**src/rtl/ved_pkg.sv**
```systemverilog
`timescale 1ns / 1ps
`default_nettype none
// ----------------------------------------------------------------------------
// ved_pkg
// Shared codes, character constants and types of the visible escape decoder.
// ----------------------------------------------------------------------------
package ved_pkg;

    // Field widths
    localparam int BYTE_W = 8;
    localparam int KIND_W = 2;
    localparam int PH_W   = 3;

    typedef logic [BYTE_W-1:0] t_byte;
    typedef logic [KIND_W-1:0] t_kind;
    typedef logic [PH_W-1:0]   t_phase;

    // Decoder phases
    localparam t_phase PH_IDLE  = 3'd0;
    localparam t_phase PH_CARET = 3'd1;
    localparam t_phase PH_BSL   = 3'd2;
    localparam t_phase PH_DIG1  = 3'd3;
    localparam t_phase PH_DIG2  = 3'd4;

    // Result kinds
    localparam t_kind KIND_BYTE  = 2'd0;
    localparam t_kind KIND_END   = 2'd1;
    localparam t_kind KIND_BAD   = 2'd2;
    localparam t_kind KIND_TRUNC = 2'd3;

    // Character constants
    localparam t_byte CH_NL    = 8'h0A;
    localparam t_byte CH_SPACE = 8'h20;
    localparam t_byte CH_DEL   = 8'h7F;
    localparam t_byte CH_ESC   = 8'h1B;
    localparam t_byte CH_BS    = 8'h08;
    localparam t_byte CH_CR    = 8'h0D;
    localparam t_byte CH_TAB   = 8'h09;
    localparam t_byte CH_CARET = 8'h5E;
    localparam t_byte CH_BSL   = 8'h5C;
    localparam t_byte CH_AT    = 8'h40;
    localparam t_byte CH_USCORE = 8'h5F;
    localparam t_byte CH_QUEST = 8'h3F;
    localparam t_byte CH_ZERO  = 8'h30;
    localparam t_byte CH_NINE  = 8'h39;
    localparam t_byte CH_UP_E  = 8'h45;
    localparam t_byte CH_LO_B  = 8'h62;
    localparam t_byte CH_LO_R  = 8'h72;
    localparam t_byte CH_LO_N  = 8'h6E;
    localparam t_byte CH_LO_T  = 8'h74;
    localparam t_byte CH_LO_S  = 8'h73;

    // One result item with its valid flag
    typedef struct packed {
        logic  vld;
        t_kind kind;
        t_byte value;
    } t_res;

    // Decoder state
    typedef struct packed {
        t_phase phase;
        t_byte  partial;
    } t_state;

endpackage
`default_nettype wire

```
**src/rtl/ved_in_if.sv**
```systemverilog
`timescale 1ns / 1ps
`default_nettype none
// ----------------------------------------------------------------------------
// ved_in_if
// Input channel: one escaped byte or an end marker per item.
// ----------------------------------------------------------------------------
interface ved_in_if;
    logic                  valid;
    logic                  ready;
    logic [ved_pkg::BYTE_W-1:0] in_byte;
    logic                  end_of_stream;

    modport source (output valid, output in_byte, output end_of_stream, input ready);
    modport sink   (input valid, input in_byte, input end_of_stream, output ready);
endinterface
`default_nettype wire

```
**src/rtl/ved_out_if.sv**
```systemverilog
`timescale 1ns / 1ps
`default_nettype none
// ----------------------------------------------------------------------------
// ved_out_if
// Output channel: one decoded byte, end or error report per item.
// ----------------------------------------------------------------------------
interface ved_out_if;
    logic                       valid;
    logic                       ready;
    logic [ved_pkg::KIND_W-1:0] kind;
    logic [ved_pkg::BYTE_W-1:0] out_value;

    modport source (output valid, output kind, output out_value, input ready);
    modport sink   (input valid, input kind, input out_value, output ready);
endinterface
`default_nettype wire

```
**src/rtl/ved_decode.sv**
```systemverilog
`timescale 1ns / 1ps
`default_nettype none
// ----------------------------------------------------------------------------
// ved_decode
// Next-state and result logic for one byte of the escaped stream.
// ----------------------------------------------------------------------------
module ved_decode (
    input  ved_pkg::t_state i_state,
    input  ved_pkg::t_byte  i_byte,
    input  logic            i_eos,
    output ved_pkg::t_state o_state,
    output ved_pkg::t_res   o_res
);
    import ved_pkg::*;

    logic       w_digit;
    logic [3:0] w_dval;
    t_byte      w_dsum;

    // Digit detect and value
    assign w_digit = (i_byte inside {[CH_ZERO:CH_NINE]});
    assign w_dval  = 4'(i_byte - CH_ZERO);

    always_comb begin
        w_dsum = i_state.partial + {4'b0, w_dval};
        o_state = i_state;
        o_state.phase = PH_IDLE;
        o_res = '{vld: 1'b1, kind: KIND_BAD, value: i_byte};

        if (i_eos) begin
            // End marker: clean end in idle, truncation otherwise
            o_state.partial = '0;
            o_res.value = '0;
            o_res.kind = (i_state.phase == PH_IDLE) ? KIND_END : KIND_TRUNC;
        end else begin
            case (i_state.phase)
                PH_CARET: begin
                    if (i_byte == CH_QUEST) begin
                        o_res = '{vld: 1'b1, kind: KIND_BYTE, value: CH_DEL};
                    end else if (i_byte inside {[CH_AT:CH_USCORE]}) begin
                        o_res = '{vld: 1'b1, kind: KIND_BYTE, value: i_byte - CH_AT};
                    end
                end
                PH_BSL: begin
                    o_res.kind = KIND_BYTE;
                    case (i_byte)
                        CH_BSL:   o_res.value = CH_BSL;
                        CH_CARET: o_res.value = CH_CARET;
                        CH_UP_E:  o_res.value = CH_ESC;
                        CH_LO_B:  o_res.value = CH_BS;
                        CH_LO_R:  o_res.value = CH_CR;
                        CH_LO_N:  o_res.value = CH_NL;
                        CH_LO_T:  o_res.value = CH_TAB;
                        CH_LO_S:  o_res.value = CH_SPACE;
                        default: begin
                            if (w_digit) begin
                                // First octal-style digit lands in the top two bits
                                o_res.vld = 1'b0;
                                o_state.phase = PH_DIG1;
                                o_state.partial = {w_dval[1:0], 6'b0};
                            end else begin
                                o_res.kind = KIND_BAD;
                            end
                        end
                    endcase
                end
                PH_DIG1: begin
                    if (w_digit) begin
                        o_res.vld = 1'b0;
                        o_state.phase = PH_DIG2;
                        o_state.partial = i_state.partial + {1'b0, w_dval, 3'b0};
                    end else begin
                        o_state.partial = '0;
                    end
                end
                PH_DIG2: begin
                    o_state.partial = '0;
                    if (w_digit) begin
                        o_res.kind = KIND_BYTE;
                        o_res.value = w_dsum;
                    end
                end
                default: begin
                    // Idle, and unused phase codes
                    if (i_byte == CH_NL) begin
                        o_res.vld = 1'b0;
                    end else if (i_byte < CH_SPACE || i_byte >= CH_DEL) begin
                        o_res.kind = KIND_BAD;
                    end else if (i_byte == CH_CARET) begin
                        o_res.vld = 1'b0;
                        o_state.phase = PH_CARET;
                    end else if (i_byte == CH_BSL) begin
                        o_res.vld = 1'b0;
                        o_state.phase = PH_BSL;
                    end else begin
                        o_res.kind = KIND_BYTE;
                    end
                end
            endcase
        end
    end
endmodule
`default_nettype wire

```
**src/rtl/ved_out_reg.sv**
```systemverilog
`timescale 1ns / 1ps
`default_nettype none
// ----------------------------------------------------------------------------
// ved_out_reg
// Result register that drives the output channel.
// ----------------------------------------------------------------------------
module ved_out_reg (
    input  logic          i_clk,
    input  logic          i_rst_n,
    input  logic          i_load,
    input  ved_pkg::t_res i_res,
    output logic          o_can_load,
    ved_out_if.source     o_out_ch
);
    import ved_pkg::*;

    logic  r_vld;
    t_kind r_kind;
    t_byte r_value;

    // Free when empty or being taken this cycle
    assign o_can_load = !r_vld || o_out_ch.ready;

    // Hold valid until the item is taken
    always_ff @(posedge i_clk) begin
        if (!i_rst_n) begin
            r_vld <= 1'b0;
        end else if (o_can_load) begin
            r_vld <= i_load;
        end
    end

    // Capture payload on load
    always_ff @(posedge i_clk) begin
        if (i_load && o_can_load) begin
            r_kind  <= i_res.kind;
            r_value <= i_res.value;
        end
    end

    assign o_out_ch.valid     = r_vld;
    assign o_out_ch.kind      = r_kind;
    assign o_out_ch.out_value = r_value;
endmodule
`default_nettype wire

```
**src/rtl/visible_escape_decoder_top.sv**
```systemverilog
`timescale 1ns / 1ps
`default_nettype none
// Order: input register, decode logic, then the output result register.
// Throughput: one item per cycle; the input register, decode logic and the
// result register form a two-stage path that advances whenever the result
// register is empty or being taken.
// Reset: synchronous, active low; clears both valid flags, phase to idle and
// the digit sum to zero.
// ----------------------------------------------------------------------------
// visible_escape_decoder_top
// Decodes a caret/backslash escaped byte stream back into raw bytes.
// ----------------------------------------------------------------------------
module visible_escape_decoder_top (
    input  logic     i_clk,
    input  logic     i_rst_n,
    ved_in_if.sink   i_in_ch,
    ved_out_if.source o_out_ch
);
    import ved_pkg::*;

    logic   r_in_vld;
    t_byte  r_in_byte;
    logic   r_in_eos;
    t_state r_state;
    t_state n_state;
    t_res   w_res;
    logic   w_can_load;
    logic   w_fire;

    // Advance the input stage when the result register can take its output
    assign w_fire        = r_in_vld && w_can_load;
    assign i_in_ch.ready = !r_in_vld || w_can_load;

    // Input register
    always_ff @(posedge i_clk) begin
        if (!i_rst_n) begin
            r_in_vld <= 1'b0;
        end else if (i_in_ch.ready) begin
            r_in_vld <= i_in_ch.valid;
        end
    end

    always_ff @(posedge i_clk) begin
        if (i_in_ch.valid && i_in_ch.ready) begin
            r_in_byte <= i_in_ch.in_byte;
            r_in_eos  <= i_in_ch.end_of_stream;
        end
    end

    // Decoder state
    always_ff @(posedge i_clk) begin
        if (!i_rst_n) begin
            r_state <= '{phase: PH_IDLE, partial: '0};
        end else if (w_fire) begin
            r_state <= n_state;
        end
    end

    ved_decode u_decode (
        .i_state (r_state),
        .i_byte  (r_in_byte),
        .i_eos   (r_in_eos),
        .o_state (n_state),
        .o_res   (w_res)
    );

    ved_out_reg u_out_reg (
        .i_clk      (i_clk),
        .i_rst_n    (i_rst_n),
        .i_load     (w_fire && w_res.vld),
        .i_res      (w_res),
        .o_can_load (w_can_load),
        .o_out_ch   (o_out_ch)
    );
endmodule
`default_nettype wire

```
**src/flat_wrapper.sv**
```systemverilog
// flat-port wrapper written by rule: the top's interface ports become plain ports
module visible_escape_decoder_top_flat import ved_pkg::*;
  (i_clk, i_rst_n, i_in_ch_valid, i_in_ch_in_byte, i_in_ch_end_of_stream, i_in_ch_ready, o_out_ch_valid, o_out_ch_kind, o_out_ch_out_value, o_out_ch_ready);
  ved_in_if i_in_ch_i ();
  ved_out_if o_out_ch_i ();
  input  logic i_clk;
  input  logic i_rst_n;
  input wire logic [$bits(i_in_ch_i.valid)-1:0] i_in_ch_valid;
  input wire logic [$bits(i_in_ch_i.in_byte)-1:0] i_in_ch_in_byte;
  input wire logic [$bits(i_in_ch_i.end_of_stream)-1:0] i_in_ch_end_of_stream;
  output wire logic [$bits(i_in_ch_i.ready)-1:0] i_in_ch_ready;
  output wire logic [$bits(o_out_ch_i.valid)-1:0] o_out_ch_valid;
  output wire logic [$bits(o_out_ch_i.kind)-1:0] o_out_ch_kind;
  output wire logic [$bits(o_out_ch_i.out_value)-1:0] o_out_ch_out_value;
  input wire logic [$bits(o_out_ch_i.ready)-1:0] o_out_ch_ready;
  assign i_in_ch_i.valid = i_in_ch_valid;
  assign i_in_ch_i.in_byte = i_in_ch_in_byte;
  assign i_in_ch_i.end_of_stream = i_in_ch_end_of_stream;
  assign i_in_ch_ready = i_in_ch_i.ready;
  assign o_out_ch_valid = o_out_ch_i.valid;
  assign o_out_ch_kind = o_out_ch_i.kind;
  assign o_out_ch_out_value = o_out_ch_i.out_value;
  assign o_out_ch_i.ready = o_out_ch_ready;
  visible_escape_decoder_top u_core (.i_clk(i_clk), .i_rst_n(i_rst_n), .i_in_ch(i_in_ch_i), .o_out_ch(o_out_ch_i));
endmodule
```
**config.mk**
```make
export PLATFORM = sky130hd
export DESIGN_NAME = visible_escape_decoder_top_flat
export DESIGN_NICKNAME = d
export VERILOG_FILES = /design/src/rtl/ved_pkg.sv /design/src/rtl/ved_in_if.sv /design/src/rtl/ved_out_if.sv /design/src/rtl/ved_decode.sv /design/src/rtl/ved_out_reg.sv /design/src/rtl/visible_escape_decoder_top.sv /design/src/flat_wrapper.sv
export SDC_FILE = /design/constraint.sdc
export NUM_CORES = 1
export LEC_CHECK = 0
export ABC_AREA = 1
export BUFFER_PORTS_ARGS = -buffer_cell sky130_fd_sc_hd__buf_2
export CAP_MARGIN = 20
export CELL_PAD_IN_SITES_DETAIL_PLACEMENT = 0
export CELL_PAD_IN_SITES_GLOBAL_PLACEMENT = 2
export CORE_MARGIN = 5
export CORE_UTILIZATION = 30
export DETAILED_ROUTE_END_ITERATION = 8
export HOLD_SLACK_MARGIN = 0.06
export PLACE_DENSITY_LB_ADDON = 0.1
export RECOVER_POWER = 100
export SETUP_SLACK_MARGIN = 0.02
export SLEW_MARGIN = 10
export SYNTH_ARGS = -nofsm -noshare
export SYNTH_HDL_FRONTEND = slang
export SYNTH_SLANG_ARGS = --single-unit
```
**constraint.sdc**
```tcl
create_clock -name i_clk -period 4 [get_ports i_clk]
set_clock_uncertainty 0.05 [all_clocks]
set_input_delay 0.4 -clock i_clk [delete_from_list [all_inputs] [get_ports i_clk]]
set_output_delay 0.4 -clock i_clk [all_outputs]
set_load 0.03 [all_outputs]
```
Yosys cells after proc, flatten, opt, wreduce, memory -nomap -nowiden
Index checks and enable logic that the tools add are counted.
Word-level totals
  output and inout bits: 12
  register bits after elaboration: 32
  logic and storage cells: 83
Cells by class
  eq/ne operators: 16
  add/sub/neg operators: 4
  reduce and logical (&&, ||, !) cells: 16
  $lt $le $gt $ge: 6
  multiplexer cells: 33
Operators by type and width (number)
  equality test 8 x 7 -> 1 bit, second input constant: 8
  case mux 8 bit (8 select lines): 1
  2-to-1 mux 10 bit: 6
  case mux 8 bit (3 select lines): 2
  2-to-1 mux 2 bit: 10
  >= comparator 8 x 7 -> 1 bit, second input constant: 2
  2-to-1 mux 8 bit: 2
  2-to-1 mux 3 bit: 3
  case mux 3 bit (3 select lines): 1
  adder 8 x 4 -> 8 bit: 1
  adder 8 x 7 -> 8 bit: 1
  equality test 8 x 4 -> 1 bit, second input constant: 1
  equality test 8 x 6 -> 1 bit, second input constant: 1
  >= comparator 8 x 6 -> 1 bit, second input constant: 1
  less-or-equal comparator 8 x 6 -> 1 bit, second input constant: 1
  less-or-equal comparator 8 x 7 -> 1 bit, second input constant: 1
  < comparator 8 x 6 -> 1 bit, second input constant: 1
  case mux 2 bit (4 select lines): 1
  OR reduction 8 bit: 1
  subtractor 8 x 7 -> 8 bit, second input constant: 1
  equality test 3 x 2 -> 1 bit, second input constant: 2
  logical AND 1 bit: 6
  2-to-1 mux 1 bit: 6
  != test 3 x 2 -> 1 bit, second input constant: 2
  10 further kinds: 13

Logic depth before layout (Yosys ltp)
Gate-level depths: netlist of run 1.
  depth after elaboration: 9
  depth in mapped cells: 14
  mapped depth without buffers: 14

Hierarchy
Synthesis of run 1 repeated with hierarchy kept, for this count alone.
Unflattened totals
  cells, all modules: 407
  area total of the unflattened synthesis: 2690.1 µm²
By module, submodules not included
  ved_decode: cells an instance 303, times used 1, area an instance 1560.2 µm²
  visible_escape_decoder_top: cells an instance 87, times used 1, area an instance 778.2 µm²
  ved_out_reg: cells an instance 17, times used 1, area an instance 351.6 µm²

Worst setup path before layout of run 1
Ideal clock, no wire load.
  path type: register to register
  start point: register u_core.r_in_byte[7]
  end point: register u_core.u_out_reg.r_kind[0] (netlist: u_core.u_out_reg.o_out_ch.kind[0]) (enable)
  stages on the path, launching flop included: 13
  path slack: 1863 ps
  library setup time: 334 ps
  data required time: 3616 ps
  arrival time: 1753 ps
  path buffers: 0
  period minus slack after synthesis: 2137 ps
  cells stage by stage: edfxtp_1 inv_1 ha_1 nand2_1 nor2_1 nand2_2 nand2_4 nor2_8 nand2_4 nand2_2 nand3_1 nand2_1 inv_1
On the way
  longest elaborated chain between the ends: 9
Ends and longest elaborated chain
  from (decl): line visible_escape_decoder_top.sv:22  | t_byte r_in_byte;
  from (signal assigned): line visible_escape_decoder_top.sv:45  | r_in_byte <= i_in_ch.in_byte;
  parallel branches: the longest is 5 deep, another holds < comparator 8 x 6 -> 1 bit
  case mux 1 bit (4 select lines) *: line ved_decode.sv:36  | case (i_state.phase)
  2-to-1 mux 1 bit *: line ved_decode.sv:30  | if (i_eos) begin
  logical AND 1 bit *: line visible_escape_decoder_top.sv:70  | .i_load (w_fire && w_res.vld),
  logical AND 1 bit *: line ved_out_reg.sv:35  | if (i_load && o_can_load) begin
  to (signal assigned): line ved_out_reg.sv:36  | r_kind <= i_res.kind;
  to (decl): line ved_out_reg.sv:18  | t_kind r_kind;
Every way passes the cells marked *.
A chain may end at the register's enable or synchronous reset.

Final worst setup path of run 1
  start point: register u_core.r_in_byte[7]
  end point: register u_core.u_out_reg.r_value[4] (netlist: u_core.u_out_reg.o_out_ch.out_value[4]) (enable)
On the way
  longest elaborated chain between the ends: 9
Ends and longest elaborated chain
  parallel branches: the longest is 5 deep, another holds < comparator 8 x 6 -> 1 bit
  case mux 1 bit (4 select lines) *: line ved_decode.sv:36
  2-to-1 mux 1 bit *: line ved_decode.sv:30
  logical AND 1 bit *: line visible_escape_decoder_top.sv:70
  logical AND 1 bit *: line ved_out_reg.sv:35
  to (signal assigned): line ved_out_reg.sv:37  | r_value <= i_res.value;
  to (decl): line ved_out_reg.sv:19  | t_byte r_value;
Marked as above.

==> run summary, run 1 <==
Worst path arrival time: 2660 ps
Grt total ovfl: 0
Int Pwr: 0.502 mW
Placed instance area: 0.00233 mm2
Top delay family on crit path: simple AND/OR/NAND/NOR gates
GPL Wtd Cong: 0.820
Max Clock Freq: 0.362 GHz
Mux cell area share after synthesis: 0
Fin. Hold Viols: 0
Detailed Route WL: 5.93 mm
Max stage delay on crit path: 420 ps
Initial core utilization: 0.309
Drt first-iter violations: 97
Most area-consuming cells after synthesis: edfxtp_1 (27%), nand2_1 (14%), dfxtp_1 (9.5%)
Buf/Inv on CP: 2
Diode count: 0
Detailed-route DRC error count: 0
Logic pwr share: 0.136
Storage cell area: 771 um2
Fin area: 0.00236 mm2
Die Y: 93.6 um
Largest net degree at the start of global routing: 13
Status: finished clean
Setup repair bufs after CTS: 0
Clock power share: 0.363
HP Start: i_in_ch_in_byte[5]
Hold Crit Depth: 1
Worst-path fanout max: 10
Final HPWL DP: 4.85 mm
Most frequent cells in the layout: nand2_1 (84), inv_1 (38), nor2_1 (38)
Global-route wire length before repair: 9.65 mm
Net Count, Synth: 316
Worst Tran Pin Value: 491 ps
Main combinational cell family by area after synthesis: simple AND/OR/NAND/NOR gates
P_sw: 0.200 mW
Commonest non-fill, non-tap cell in the layout: nand2_1
Final period util: 0.691
Leakage Power: 1.09 nW
Sw Ratio: 0.285
Sequential Power Share: 0.501
Ratio of cells with drive above 1 in the final layout: 0.114
Nets: 346
FF+latch count, synth: 29
Worst-path clk slew: 70 ps
R2r setup slk: 1240 ps
Max H-tree Level: 2
WL/cell: 14.1 um
Library cells used by synthesis: 30
Yosys top cell area share: 0.272
Row cnt: 30
Multi-input gate area in the final layout: 0.00110 mm2
Post-Synth XOR/XNOR Area: 0.0125
TritonCTS Buffers: 5
ANT nets after route: 0
Overall Power: 0.702 mW
DR vias/cell: 4.60
Crit-path most repeated cell: nand2_1
Clock buffer depth: 2
CP endpoint kind: flip-flop
DR vias: 1937
Area Overhead vs Synth: 12.5%
Dominant cell type by area after synthesis: edfxtp_1
Final Setup Violations: 0
Origin of the worst setup path: u_core.r_in_byte[7]
Post-synthesis sequential area ratio: 0.367
R2r worst-path depth: 12
Synth Area in Compound Gates: 0.0942
MaxCap Viol Count: 0
Pwr dens: 298 mW/mm2
CP cell instances: inv_1, ha_1, nand2_1, nor2_1, nand2_1, nand2_1, nor2_1, nand2_1, nand2_1, nand3_1, nand2_1, inv_1
Worst vdd ir: 0.113 mV
Worst Hold Endpoint: u_core.r_in_byte[5]
CTS tree: yes
Vias in the first global route: 1925
Crit Reg-Reg Endpoint: u_core.u_out_reg.o_out_ch.out_value[4]
Root buf cell: clkbuf_8
Die area: 0.00877 mm2
Worst relative slew slack: 0.673
Adder-Cell Fraction of Synth Area: 0.0572
Mean Syn Cell Area: 7.14 um2
Crit path required time: 3900 ps
Worst Hold Class: in2reg
Cell area after synthesis: 0.00210 mm2
CORE AREA: 0.00679 mm2
Synth Area in Simple Gates: 0.386
Setup TNS Final: 0 ps
Number of antenna violations at the first check in global routing: 0
Slowest cell on crit path: edfxtp_1
Slew Viols, Final: 0
I/O Buffers: 24
DRT Pass-1 Iters: 4
GRT Overall Usage: 0.144
Fill cell count: 763
RSZ-0062 raised after global routing: no
Synth warn: 0
Fin crit period: 2760 ps
Post-synthesis cell count: 294
Chip width: 93.6 um
Worst-Skew Late Latency: 280 ps
# hold bufs at CTS: 0
# IOs: 25
Clock sinks: 29
Reg-to-Reg Start: u_core.r_in_byte[7]
Cells resized by post-CTS repair: 0
Critical Path Source Type: flip-flop
Critical path class: reg2reg
[worst max path at each step]
| stage | end | slack (ps) | cells past startpoint |
|---|---|---|---|
| 6_report | u_core.u_out_reg.o_out_ch.out_value[4] | 1240 | 12 |
| 5_1_grt | u_core.u_out_reg.o_out_ch.out_value[6] | 890 | 12 |
| 4_1_cts | u_core.u_out_reg.o_out_ch.out_value[2] | 1510 | 12 |
| 3_5_place_dp | u_core.u_out_reg.o_out_ch.out_value[2] | 1530 | 12 |
| 3_3_place_gp | u_core.u_out_reg.o_out_ch.out_value[2] | 1600 | 12 |
| 2_1_floorplan | u_core.u_out_reg.o_out_ch.kind[0] | 1860 | 12 |
[power groups by stage]
| stage | clock (mW) | combinational [mW] | sequential [mW] |
|---|---|---|---|
| after floorplan | 0 | 0.0610 | 0.363 |
| after global placement | 0 | 0.101 | 0.359 |
| after detailed placement | 0 | 0.101 | 0.358 |
| after CTS | 0.264 | 0.101 | 0.352 |
| after global routing | 0.275 | 0.110 | 0.354 |
| final | 0.255 | 0.0956 | 0.352 |
[through the flow]
stage / std cells / utilization / setup WS, ps / hold WS [ps]
floorplan: 294 / - / 1860 / 406
global placement: 413 / 0.344 / 1600 / 457
detailed placement: 413 / 0.344 / 1530 / 450
CTS: 421 / 0.357 / 1510 / 231
global route: 421 / 0.347 / 890 / 231
finish: 421 / 0.347 / 1240 / 237
[Yosys cell counts]
library cell and instances:
nand3_4 2, nand4_1 4, nor2_8 2, nor2_1 37
fa_1 1, edfxtp_1 19, o21ai_1 3, nor2_4 1
nor3_1 5, nand3b_1 1, nand2_1 79, a21oi_1 19
ha_1 8, o211ai_1 1, dfxtp_1 10, clkinv_1 1
nor2_2 1, nand2_2 11, nand2_4 3, inv_1 38
a31oi_1 2, nor3b_1 1, a211oi_1 1, o21ai_0 9
clkbuf_1 1, inv_2 6, xor2_1 3, o31ai_1 1
o21bai_1 1, nand3_1 23
[sequential cells by signal, indices dropped and copies added, names as in the netlist]
signal and cells:
u_core.r_in_byte 8, u_core.r_state 8, u_core.u_out_reg.o_out_ch.out_value 8, u_core.u_out_reg.o_out_ch.kind 2, u_core.r_in_eos 1, u_core.r_in_vld 1
u_core.u_out_reg.o_out_ch.valid 1
[layer usage]
metal  wire length (um)  global-route usage  up-vias  share of wire
li1                   -                   -     1012              -
met1               2940               0.191      866           0.50
met2               2630               0.231       49           0.44
met3                244              0.0330       10          0.041
met4                112              0.0457        0          0.019
met5                  0                   0        -              0
[cell families after synthesis]
group | count (synthesis)
AND/OR/NAND/NOR | 170
buffers and inverters | 46
AO/OA/AOI/OAI | 37
flip-flops | 29
adder cells (fa/ha/maj) | 9
XOR/XNOR | 3
[cell type report]
class	instances	area share
Sequential cell	29	0.327
Inverter	45	0.0716
Timing Repair Buffer	24	0.0445
Multi-Input combinational cell	219	0.468
Clock inverter	2	0.00371
Tap cell	96	0.0509
Clock buffer	6	0.0350
Note: power is estimated with default switching activity, not from simulation.
==> inputs of run 2 (changes only) <==
==> constraint.sdc (replaced) <==
create_clock -name i_clk -period 2.7 [get_ports i_clk]
set_clock_uncertainty 0.05 [all_clocks]
set_input_delay 0.27 -clock i_clk [delete_from_list [all_inputs] [get_ports i_clk]]
set_output_delay 0.27 -clock i_clk [all_outputs]
set_load 0.03 [all_outputs]
==> run 2 against run 1 <==
Against the previous run: fmax rose by 16%; largest cell class unchanged; largest power group unchanged; highest routed layer unchanged; total power grew 44%; critical endpoint is now u_core.u_out_reg.o_out_ch.out_value[2]; register-to-register slack worse by 920 ps; global-route usage down 0.19 points; first-iteration DRC count down 8.2%; clock power is 35% higher; critical path type unchanged; final cell count increased by 0.48%; critical path depth down 1; worst setup slack worse by 920 ps; sequential share of layout area down 0.46 points; flip-flop and latch count stayed put.
==> run summary, run 2 (synthesized netlist as in run 1, its figures left out) <==
Status: finished clean
Worst relative slew slack: 0.622
Detailed Route WL: 5.80 mm
Placed instance area: 0.00235 mm2
Number of antenna violations at the first check in global routing: 0
Setup TNS Final: 0 ps
DR vias/cell: 4.53
Worst path arrival time: 2320 ps
Nets: 348
Critical Path Source Type: flip-flop
Vias in the first global route: 1896
Reg-to-Reg Start: u_core.r_in_byte[7]
Initial core utilization: 0.309
Final HPWL DP: 4.79 mm
Die area: 0.00877 mm2
MaxCap Viol Count: 0
Slew Viols, Final: 0
Worst-path fanout max: 10
Critical path class: reg2reg
Worst-Skew Late Latency: 280 ps
RSZ-0062 raised after global routing: no
Chip width: 93.6 um
WL/cell: 13.7 um
Detailed-route DRC error count: 0
CP endpoint kind: flip-flop
Most frequent cells in the layout: nand2_1 (80), inv_1 (37), nor2_1 (37)
Global-route wire length before repair: 9.61 mm
Max H-tree Level: 2
Die Y: 93.6 um
Worst vdd ir: 0.178 mV
GPL Wtd Cong: 0.891
Hold Crit Depth: 1
Row cnt: 30
Worst Tran Pin Value: 567 ps
DR vias: 1916
Fin area: 0.00239 mm2
DRT Pass-1 Iters: 4
CP cell instances: inv_1, ha_1, nand2_1, nor2_1, nand2_2, nand2_4, nand2_1, a21oi_1, nand3_1, nand2_1, clkinvlp_4
Clock sinks: 29
Final Util: 0.352
GRT Overall Usage: 0.142
R2r worst-path depth: 11
Fin crit period: 2390 ps
Largest net degree at the start of global routing: 12
Crit path required time: 2630 ps
Max Clock Freq: 0.419 GHz
Grt total ovfl: 0
Crit-path most repeated cell: nand2_1
Fin. Hold Viols: 0
HP Start: i_in_ch_in_byte[0]
Max stage delay on crit path: 420 ps
Slowest cell on crit path: edfxtp_1
Crit Reg-Reg Endpoint: u_core.u_out_reg.o_out_ch.out_value[2]
Ratio of cells with drive above 1 in the final layout: 0.138
Diode count: 0
Instance count on the critical path: 11
# IOs: 25
Worst-path clk slew: 70 ps
Area Overhead vs Synth: 14.1%
Final period util: 0.884
Leakage Power: 1.10 nW
ANT nets after route: 0
Fill cell count: 763
Final Setup Violations: 0
# hold bufs at CTS: 0
Final WS setup: 312 ps
TritonCTS Buffers: 5
Multi-input gate area in the final layout: 0.00113 mm2
DP Worst Slack: 213 ps
Worst Hold Class: in2reg
Root buf cell: clkbuf_8
Worst Hold Endpoint: u_core.r_in_byte[0]
Storage cell area: 771 um2
CORE AREA: 0.00679 mm2
Commonest non-fill, non-tap cell in the layout: nand2_1
R2r setup slk: 310 ps
I/O Buffers: 24
Pwr dens: 423 mW/mm2
Top delay family on crit path: simple AND/OR/NAND/NOR gates
Clock buffer depth: 2
CTS tree: yes
Drt first-iter violations: 89
Buf/Inv on CP: 2
-- run 2: worst max path at each step --
stage                                    from                                      to  slack [ps]
final                     u_core.r_in_byte[7]  u_core.u_out_reg.o_out_ch.out_value[2]         310
after CTS                 u_core.r_in_byte[7]  u_core.u_out_reg.o_out_ch.out_value[5]         200
after global placement    u_core.r_in_byte[7]  u_core.u_out_reg.o_out_ch.out_value[2]         300
after global routing      u_core.r_in_byte[6]       u_core.u_out_reg.o_out_ch.kind[0]          70
after detailed placement  u_core.r_in_byte[7]  u_core.u_out_reg.o_out_ch.out_value[4]         210
after floorplan           u_core.r_in_byte[7]       u_core.u_out_reg.o_out_ch.kind[0]         560
-- run 2: per-layer routing --
layer / vias to the layer above / track usage / part of all wire
li1: 1018 / - / -
met5: - / 0 / 0
met4: 0 / 0.0505 / 0.018
met1: 829 / 0.195 / 0.49
met3: 10 / 0.0274 / 0.045
met2: 59 / 0.221 / 0.45
-- run 2: worst reg2reg max path: cells and delay by family (launching register included) --
| family | cells | cell delay, ps |
|---|---|---|
| compound gates | 1 | 150 |
| fa+ha+maj | 1 | 220 |
| buf+inv | 2 | 390 |
| flops | 1 | 420 |
| simple gates | 7 | 860 |
-- run 2: power breakdown --
part	leakage, nW	switching, mW	internal, mW
combinational	0.792	0.102	0.0469
sequential	0.265	0.0199	0.497
clock	0.0439	0.168	0.177
total	1.10	0.290	0.722
-- run 2: repair_timing --
item,4_1_cts,5_1_grt
setup endpoints to repair,0,10
setup buffers,0,0
gates resized for setup,0,1
-- run 2: through the flow --
| stage | total power [mW] | cells | hold slack (ps) |
|---|---|---|---|
| finish | 1.01 | 423 | 113 |
| global route | 1.07 | 423 | 96.3 |
| CTS | 1.04 | 423 | 103 |
| detailed placement | 0.681 | 415 | 398 |
| global placement | 0.683 | 415 | 397 |
| floorplan | 0.629 | 294 | 319 |
-- run 2: layout make-up --
| cell class | instances | share of cell area |
|---|---|---|
| clock buffer | 5 | 0.0288 |
| timing repair buffer | 26 | 0.0486 |
| clock inverter | 3 | 0.00732 |
| sequential | 29 | 0.322 |
| inverter | 45 | 0.0721 |
| tap | 96 | 0.0502 |
| multi-input combinational | 219 | 0.471 |
